## src/rtl/npf_pkg.sv

```systemverilog
// Shared types and constants for the near point filter.
`default_nettype none

package npf_pkg;

  localparam int COORD_W         = 14;
  localparam int COORD_FRAC_BITS = 4;
  localparam int SQ_W            = 2 * COORD_W + 1;

  // 3.0 pixels in Q10.4
  localparam logic [COORD_W-1:0] NEAR_THRESHOLD_RESET = COORD_W'(3 << COORD_FRAC_BITS);

  typedef struct packed {
    logic [COORD_W-1:0] point_x;
    logic [COORD_W-1:0] point_y;
    logic               last_point;
  } in_item_t;

  typedef struct packed {
    logic [COORD_W-1:0] kept_x;
    logic [COORD_W-1:0] kept_y;
    logic               kept_last;
  } out_item_t;

  typedef enum logic [1:0] {
    SQ_NOP  = 2'd0,
    SQ_LOAD = 2'd1,
    SQ_ACC  = 2'd2
  } sq_op_t;

  typedef struct packed {
    sq_op_t             op;
    logic [COORD_W-1:0] operand;
  } sq_ctl_t;

endpackage

`default_nettype wire

```

## src/rtl/npf_sq_unit.sv

```systemverilog
// Shared square / square-accumulate unit.
`default_nettype none

module npf_sq_unit (
  input  logic                     clk,
  input  npf_pkg::sq_ctl_t         ctl,
  output logic [npf_pkg::SQ_W-1:0] acc
);
  import npf_pkg::*;

  logic [2*COORD_W-1:0] square;

  assign square = ctl.operand * ctl.operand;

  always_ff @(posedge clk) begin
    case (ctl.op)
      SQ_LOAD: acc <= SQ_W'(square);
      SQ_ACC:  acc <= acc + SQ_W'(square);
      default: acc <= acc;
    endcase
  end

endmodule

`default_nettype wire

```

## src/rtl/near_point_filter.sv

```systemverilog
// Top level of the near point filter: point store, sequencer and output register.
//
//  channel | signals                          | direction | word
//  --------+----------------------------------+-----------+-----------------------------
//  in      | in_valid, in_ready, in_item      | in        | one point, last_point ends list
//  out     | out_valid, out_ready, out_item   | out       | one surviving point
//  cfg     | cfg_valid, cfg_ready, cfg_data   | in        | near_threshold
//
// Loading takes one point per cycle. The last point drops in_ready and starts the filter:
// the threshold is squared, then each outer point is read and checked against each inner
// point, which is skipped or measured on the shared square unit. Emission walks down to
// the final survivor, then up the list, loading each survivor and skipping removed points;
// out_ready low stalls the walk. Intake resumes once the final word is loaded. Reset (rst,
// synchronous) empties the list and sets near_threshold to 3.0 pixels.
`default_nettype none

module near_point_filter #(
  parameter int MAX_POINTS = 64
) (
  input  logic                          clk,
  input  logic                          rst,
  input  logic                          in_valid,
  output logic                          in_ready,
  input  npf_pkg::in_item_t             in_item,
  output logic                          out_valid,
  input  logic                          out_ready,
  output npf_pkg::out_item_t            out_item,
  input  logic                          cfg_valid,
  output logic                          cfg_ready,
  input  logic [npf_pkg::COORD_W-1:0]   cfg_data
);
  import npf_pkg::*;

  localparam int AW = $clog2(MAX_POINTS);
  localparam int CW = $clog2(MAX_POINTS + 1);

  typedef enum logic [12:0] {
    S_LOAD  = 13'b0000000000001,
    S_TSQ   = 13'b0000000000010,
    S_TSQ2  = 13'b0000000000100,
    S_RDI   = 13'b0000000001000,
    S_GETI  = 13'b0000000010000,
    S_RDJ   = 13'b0000000100000,
    S_DX    = 13'b0000001000000,
    S_MX    = 13'b0000010000000,
    S_MY    = 13'b0000100000000,
    S_CMP   = 13'b0001000000000,
    S_FINDL = 13'b0010000000000,
    S_ESKIP = 13'b0100000000000,
    S_ELD   = 13'b1000000000000
  } state_t;

  state_t state;

  // point store: x in the upper half, y in the lower
  logic [2*COORD_W-1:0] mem [MAX_POINTS];
  logic [2*COORD_W-1:0] rdata;
  logic [AW-1:0]        rd_addr;
  logic [COORD_W-1:0]   rd_x, rd_y;

  logic [COORD_W-1:0]    near_threshold;
  logic [CW-1:0]         count;
  logic [CW-1:0]         nm1;
  logic [MAX_POINTS-1:0] removed;
  logic [AW-1:0]         i, j, k, last_idx;
  logic [COORD_W-1:0]    xi, yi, dx, dy;
  logic [SQ_W-2:0]       tsq;
  logic [SQ_W-1:0]       acc;
  sq_ctl_t               sq_ctl;

  logic in_acc, out_acc, out_free;
  logic i_last, j_last, near, do_store;

  function automatic logic [COORD_W-1:0] abs_diff(input logic [COORD_W-1:0] a,
                                                  input logic [COORD_W-1:0] b);
    return (a > b) ? a - b : b - a;
  endfunction

  assign in_ready  = (state == S_LOAD);
  assign cfg_ready = 1'b1;
  assign in_acc    = in_valid & in_ready;
  assign out_acc   = out_valid & out_ready;
  assign out_free  = ~out_valid | out_ready;
  assign do_store  = in_acc && (count < CW'(MAX_POINTS));

  assign nm1    = count - 1'b1;
  assign i_last = (CW'(i) == nm1);
  assign j_last = (CW'(j) == nm1);
  assign rd_x   = rdata[2*COORD_W-1:COORD_W];
  assign rd_y   = rdata[COORD_W-1:0];
  // exact duplicates count even at zero threshold
  assign near   = (acc == '0) || (acc < {1'b0, tsq});

  // memory read address
  always_comb begin
    case (state)
      S_RDJ:   rd_addr = j;
      S_ESKIP: rd_addr = k;
      default: rd_addr = i;
    endcase
  end

  always_ff @(posedge clk) begin
    if (do_store) begin
      mem[count[AW-1:0]] <= {in_item.point_x, in_item.point_y};
    end
    rdata <= mem[rd_addr];
  end

  // shared square unit control
  always_comb begin
    sq_ctl.op      = SQ_NOP;
    sq_ctl.operand = dx;
    case (state)
      S_TSQ: begin
        sq_ctl.op      = SQ_LOAD;
        sq_ctl.operand = near_threshold;
      end
      S_MX: begin
        sq_ctl.op      = SQ_LOAD;
        sq_ctl.operand = dx;
      end
      S_MY: begin
        sq_ctl.op      = SQ_ACC;
        sq_ctl.operand = dy;
      end
      default: sq_ctl.op = SQ_NOP;
    endcase
  end

  npf_sq_unit u_sq (
    .clk (clk),
    .ctl (sq_ctl),
    .acc (acc)
  );

  // threshold register
  always_ff @(posedge clk) begin
    if (rst) begin
      near_threshold <= NEAR_THRESHOLD_RESET;
    end else if (cfg_valid && cfg_ready) begin
      near_threshold <= cfg_data;
    end
  end

  // output register
  always_ff @(posedge clk) begin
    if (rst) begin
      out_valid <= 1'b0;
    end else if (state == S_ELD) begin
      out_valid <= 1'b1;
    end else if (out_acc) begin
      out_valid <= 1'b0;
    end
  end

  always_ff @(posedge clk) begin
    if (state == S_ELD) begin
      out_item.kept_x    <= rd_x;
      out_item.kept_y    <= rd_y;
      out_item.kept_last <= (k == last_idx);
    end
  end

  // sequencer
  always_ff @(posedge clk) begin
    if (rst) begin
      state   <= S_LOAD;
      count   <= '0;
      removed <= '0;
      i       <= '0;
      j       <= '0;
      k       <= '0;
    end else begin
      case (state)
        S_LOAD: begin
          if (do_store) begin
            count <= count + 1'b1;
          end
          if (in_acc && in_item.last_point) begin
            state <= S_TSQ;
          end
        end
        S_TSQ: state <= S_TSQ2;
        S_TSQ2: begin
          tsq   <= acc[SQ_W-2:0];
          i     <= '0;
          state <= S_RDI;
        end
        S_RDI: state <= S_GETI;
        S_GETI: begin
          xi <= rd_x;
          yi <= rd_y;
          if (rd_x == '0 && rd_y == '0) begin
            // origin marks an invisible LED: always kept
            if (i_last) begin
              k     <= nm1[AW-1:0];
              state <= S_FINDL;
            end else begin
              i     <= i + 1'b1;
              state <= S_RDI;
            end
          end else begin
            j     <= '0;
            state <= S_RDJ;
          end
        end
        S_RDJ: begin
          if (j == i || removed[j]) begin
            if (!j_last) begin
              j <= j + 1'b1;
            end else if (i_last) begin
              k     <= nm1[AW-1:0];
              state <= S_FINDL;
            end else begin
              i     <= i + 1'b1;
              state <= S_RDI;
            end
          end else begin
            state <= S_DX;
          end
        end
        S_DX: begin
          dx    <= abs_diff(xi, rd_x);
          dy    <= abs_diff(yi, rd_y);
          state <= S_MX;
        end
        S_MX: state <= S_MY;
        S_MY: state <= S_CMP;
        S_CMP: begin
          if (near) begin
            removed[i] <= 1'b1;
          end
          if (!near && !j_last) begin
            j     <= j + 1'b1;
            state <= S_RDJ;
          end else if (i_last) begin
            k     <= nm1[AW-1:0];
            state <= S_FINDL;
          end else begin
            i     <= i + 1'b1;
            state <= S_RDI;
          end
        end
        S_FINDL: begin
          // walk down to the final survivor; one always exists
          if (!removed[k]) begin
            last_idx <= k;
            k        <= '0;
            state    <= S_ESKIP;
          end else begin
            k <= k - 1'b1;
          end
        end
        S_ESKIP: begin
          if (removed[k]) begin
            k <= k + 1'b1;
          end else if (out_free) begin
            state <= S_ELD;
          end
        end
        S_ELD: begin
          if (k == last_idx) begin
            count   <= '0;
            removed <= '0;
            state   <= S_LOAD;
          end else begin
            k     <= k + 1'b1;
            state <= S_ESKIP;
          end
        end
        default: state <= S_LOAD;
      endcase
    end
  end

  // output register is free whenever a new word is loaded
  a_out_free: assert property (@(posedge clk) disable iff (rst)
    (state == S_ELD) |-> !out_valid)
    else $error("output word overwritten");

  // end of list stops intake
  a_last_stops: assert property (@(posedge clk) disable iff (rst)
    (in_acc && in_item.last_point) |=> !in_ready)
    else $error("intake continued after last point");

  // store never overfills
  a_count_max: assert property (@(posedge clk) disable iff (rst)
    count <= CW'(MAX_POINTS))
    else $error("point count beyond store depth");

  // final survivor returns the block to an empty list
  a_list_clear: assert property (@(posedge clk) disable iff (rst)
    (state == S_ELD && k == last_idx) |=> (in_ready && count == '0 && removed == '0))
    else $error("list not cleared after final survivor");

endmodule

`default_nettype wire

```

## config.mk

```make
export PLATFORM = sky130hd
export DESIGN_NAME = near_point_filter
export DESIGN_NICKNAME = d
export VERILOG_FILES = /design/src/rtl/npf_pkg.sv /design/src/rtl/npf_sq_unit.sv /design/src/rtl/near_point_filter.sv
export SDC_FILE = /design/constraint.sdc
export NUM_CORES = 2
export LEC_CHECK = 0
export BUFFER_PORTS_ARGS = -buffer_cell sky130_fd_sc_hd__buf_4
export CAP_MARGIN = 40
export CORE_MARGIN = 5
export CORE_UTILIZATION = 35
export CTS_CLUSTER_SIZE = 16
export DETAILED_ROUTE_END_ITERATION = 10
export PLACE_DENSITY = 0.48
export SLEW_MARGIN = 20
export SYNTH_ARGS = -nofsm -noshare
export SYNTH_HDL_FRONTEND = slang
export SYNTH_SLANG_ARGS = --single-unit
```

## constraint.sdc

```tcl
create_clock -name clk -period 23.4 [get_ports clk]
set_input_delay 4.68 -clock clk [delete_from_list [all_inputs] [get_ports clk]]
set_output_delay 4.68 -clock clk [all_outputs]
set_load 0.005 [all_outputs]
```

==> results.yml <==
sta:
  setup_viol: 0
  relSlewSlack: 0.378
  period_needed_ps: 12070
  setup_ws_ps: 11330
  fin_setup_tns_ps: 0
  rsz0062_at_grt: "false"
  fin_skew_ps: 68.6
  slew_viol_final: 0
  hold_viol: 0
  fin_crit_sh: 0.516
  max_freq_mhz: 82.8
  worst_pin_slew_ps: 933
floorplanning:
  core_area_um2: 255000
  start_util: 0.352
  ios: 80
  die-area_um2: 266000
  fp.dieW_um: 516
  rows: 185
  die_h_um: 516
power:
  internal-power_w: 0.00804
  p_clk_frac: 0.284
  vdd_drop_max_mv: 0.271
  pwr_density_cell_nw_per_um2: 119
  combPwrFrac: 0.365
  p_seq_frac: 0.351
  swShare: 0.343
  p_leak_nw: 34.5
  p_switching_w: 0.00419
setup_path:
  crit_slowest_cell: "a221oi_1"
  cpMostUsedCell: "fa_1"
  cp_data_arrival_time_ps: 12660
  crit_fanout: 18
  cpPeakStageDelay_ps: 760
  critPathLaunchType: "flip-flop"
  worstSetupPathType: "flip-flop to flip-flop"
  endpoint_kind: "flip-flop"
  crit_required_ps: 23990
final_layout:
  num-fill-cells: 23200
  layout-drive-gt1-share: 0.212
  multi_input_area_um2: 26900
  area_growth_pct: 14.8
  regArea_um2: 61200
  nets: 5729
clocking:
  cts.clk_slew.worst_paths_ps: 60
  ctsRootBufferMaster: "clkbuf_16"
  post_cts_buffers: 0
  hold_buffers: 0
  cts_resized: 0
  cts.htree.levels: 4
  clockBufferDepth: 3
  tritoncts: "yes"
  clock_sink_count: 2085
  cts-buffers-inserted: 221
  insertion_delay_ps: 840
yosys:
  ys_ff_latch: 2085
  avgSynthCellArea_um2: 17.5
  netlist_area_um2: 89700
  yosys.area.top_type: "edfxtp_1"
  synth_area_leaders: "edfxtp_1, mux4_2, dfxtp_1, ha_1, fa_1"
  ys.flop_type: "edfxtp_1"
  ys_warn_count: 0
  synthMostInstantiatedCell: "edfxtp_1"
  synth_cells: 5131
  synth_cell_types: 90
  async_flop_share: 0
  yosysSeqAreaShare: 0.682
  synth_nets: 5503
  synth_edf_count: 1940
  synth_top_area_share: 0.650
  synth_common_cells: "edfxtp_1, mux4_2, nor2_1"
global_routing:
  grt_max_degree: 94
  grt_use_total: 0.187
  overflow: 0
  antenna_found_initial: 24
  grt_pass1_wl_um: 362000
  grt_pass1_vias: 49300
drt:
  routed_wl_um: 250000
  vias: 48100
  drtIter0Drc: 4359
  final_antenna_net_count: 0
  drt_pass1_iterations: 6
  vias_per_cell: 5.40
  avgRoutedWirePerCell_um: 28.1
  drc: 0
min_path:
  hp-class: "flip-flop to flip-flop"
placement:
  hpwl_um: 152000
  gp_congestion: 0.833
  pre_cts_ws_ps: 11440
  io_buffers: 78
run:
  drv_cap: 0
outcome:
  outcome: "finished, final reports clean"
-- logic make-up after synthesis --
logic type / after synthesis / share of synthesized area
AOI/OAI and AO/OA: 692 / 0.0519
xor gates and xnor gates: 112 / 0.0109
adders and majority gates: 324 / 0.0553
buffers and inverters: 533 / 0.0247
DFF: 2085 / 0.682
muxes: 543 / 0.129
other: 1 / 0.0000418
and+or+nand+nor: 841 / 0.0465
-- metrics by stage --
step | total power (W) | area [µm²] | util | hold slack, ps | std cells
finish | 0.0122 | 103000 | 0.404 | 486 | 8921
global route | 0.0131 | 103000 | 0.404 | 509 | 8912
CTS | 0.0124 | 103000 | 0.403 | 490 | 8895
detailed placement | 0.00884 | 95400 | 0.375 | 476 | 8484
global placement | 0.00882 | 94900 | 0.373 | 462 | 8455
floorplan | 0.00768 | 89700 | - | 406 | 5131
-- power groups by stage --
stage | combinational [W] | sequential [W] | clock, W
detailed placement | 0.00446 | 0.00438 | 0
global route | 0.00506 | 0.00431 | 0.00373
floorplan | 0.00335 | 0.00434 | 0
global placement | 0.00444 | 0.00438 | 0
finish | 0.00446 | 0.00430 | 0.00347
CTS | 0.00449 | 0.00430 | 0.00356
-- critical path: cells and delay by family, from the launching register on --
kind | cells | cell delay [ps]
xor gates and xnor gates | 2 | 310
buffers and inverters | 7 | 1100
and+or+nand+nor | 12 | 3200
adders and majority gates | 8 | 3550
DFF | 1 | 430
AOI/OAI and AO/OA | 10 | 3230
-- final cells by class --
class                           count  area share
Multi-Input combinational cell   2513       0.261
Sequential cell                  2085       0.594
Timing Repair Buffer              248      0.0229
Clock inverter                    125      0.0133
Inverter                          288      0.0105
Clock buffer                      286      0.0569
Tap cell                         3366      0.0409
Antenna cell                       10    0.000243
-- metal layers --
metal,vias to the layer above,wire length (µm),GRT usage
met5,-,27,0
met4,4,4570,0.0370
met3,277,15000,0.0344
met2,1288,116000,0.293
met1,25700,115000,0.274
li1,20900,-,-
-- cell usage in the layout, fill, tap and decap left out, types with 16 or more instances in the layout --
cell       synthesis  routed
a211oi_1          20      20
a21o_1            44      44
a21oi_1          129     129
a22oi_1          164     164
a31oi_1           16      16
and3_1            36      36
and4_1            29      29
buf_12             0      24
buf_4             43     202
bufinv_16          0      18
clkbuf_1         157      59
clkbuf_16          0     223
clkinv_1           4      52
clkinv_2           0      37
dfxtp_1          145     145
edfxtp_1        1940    1940
fa_1             121     121
ha_1             203     203
inv_1            284     284
mux2_2            25      25
mux2i_1           34      34
mux4_2           484     484
nand2_1          145     145
nand2b_1          23      23
nand3_1          113     113
nand4_1           22      22
nor2_1           293     213
nor2_2             2      16
nor2_4             0      66
nor2b_1           24      24
nor3_1            36      34
nor4_1            25      25
o21a_1            40      40
o21ai_0          102     101
o22ai_1           66      66
or3_1             18      18
xnor2_1           63      63
xor2_1            49      49
-- sequential cells by signal, indices dropped and copies added (netlist names), 7 cells and up --
name	cells
near_threshold	14
state	13
xi	14
tsq	28
rdata	28
mem	1792
yi	14
dx	14
dy	14
count	7
out_item	29
u_sq.acc	29
removed	64
-- final timing paths --
path / start / end / slack [ps] / depth (start not counted)
worst min register to register: removed[58] / removed[58] / 490 / 2
worst max-delay path: state[10] / u_sq.acc[27] / 11330 / 39
worst max register to register: state[10] / u_sq.acc[27] / 11330 / 39
worst min-delay path: removed[58] / removed[58] / 490 / 2
Power figures use the tool's default switching activity.
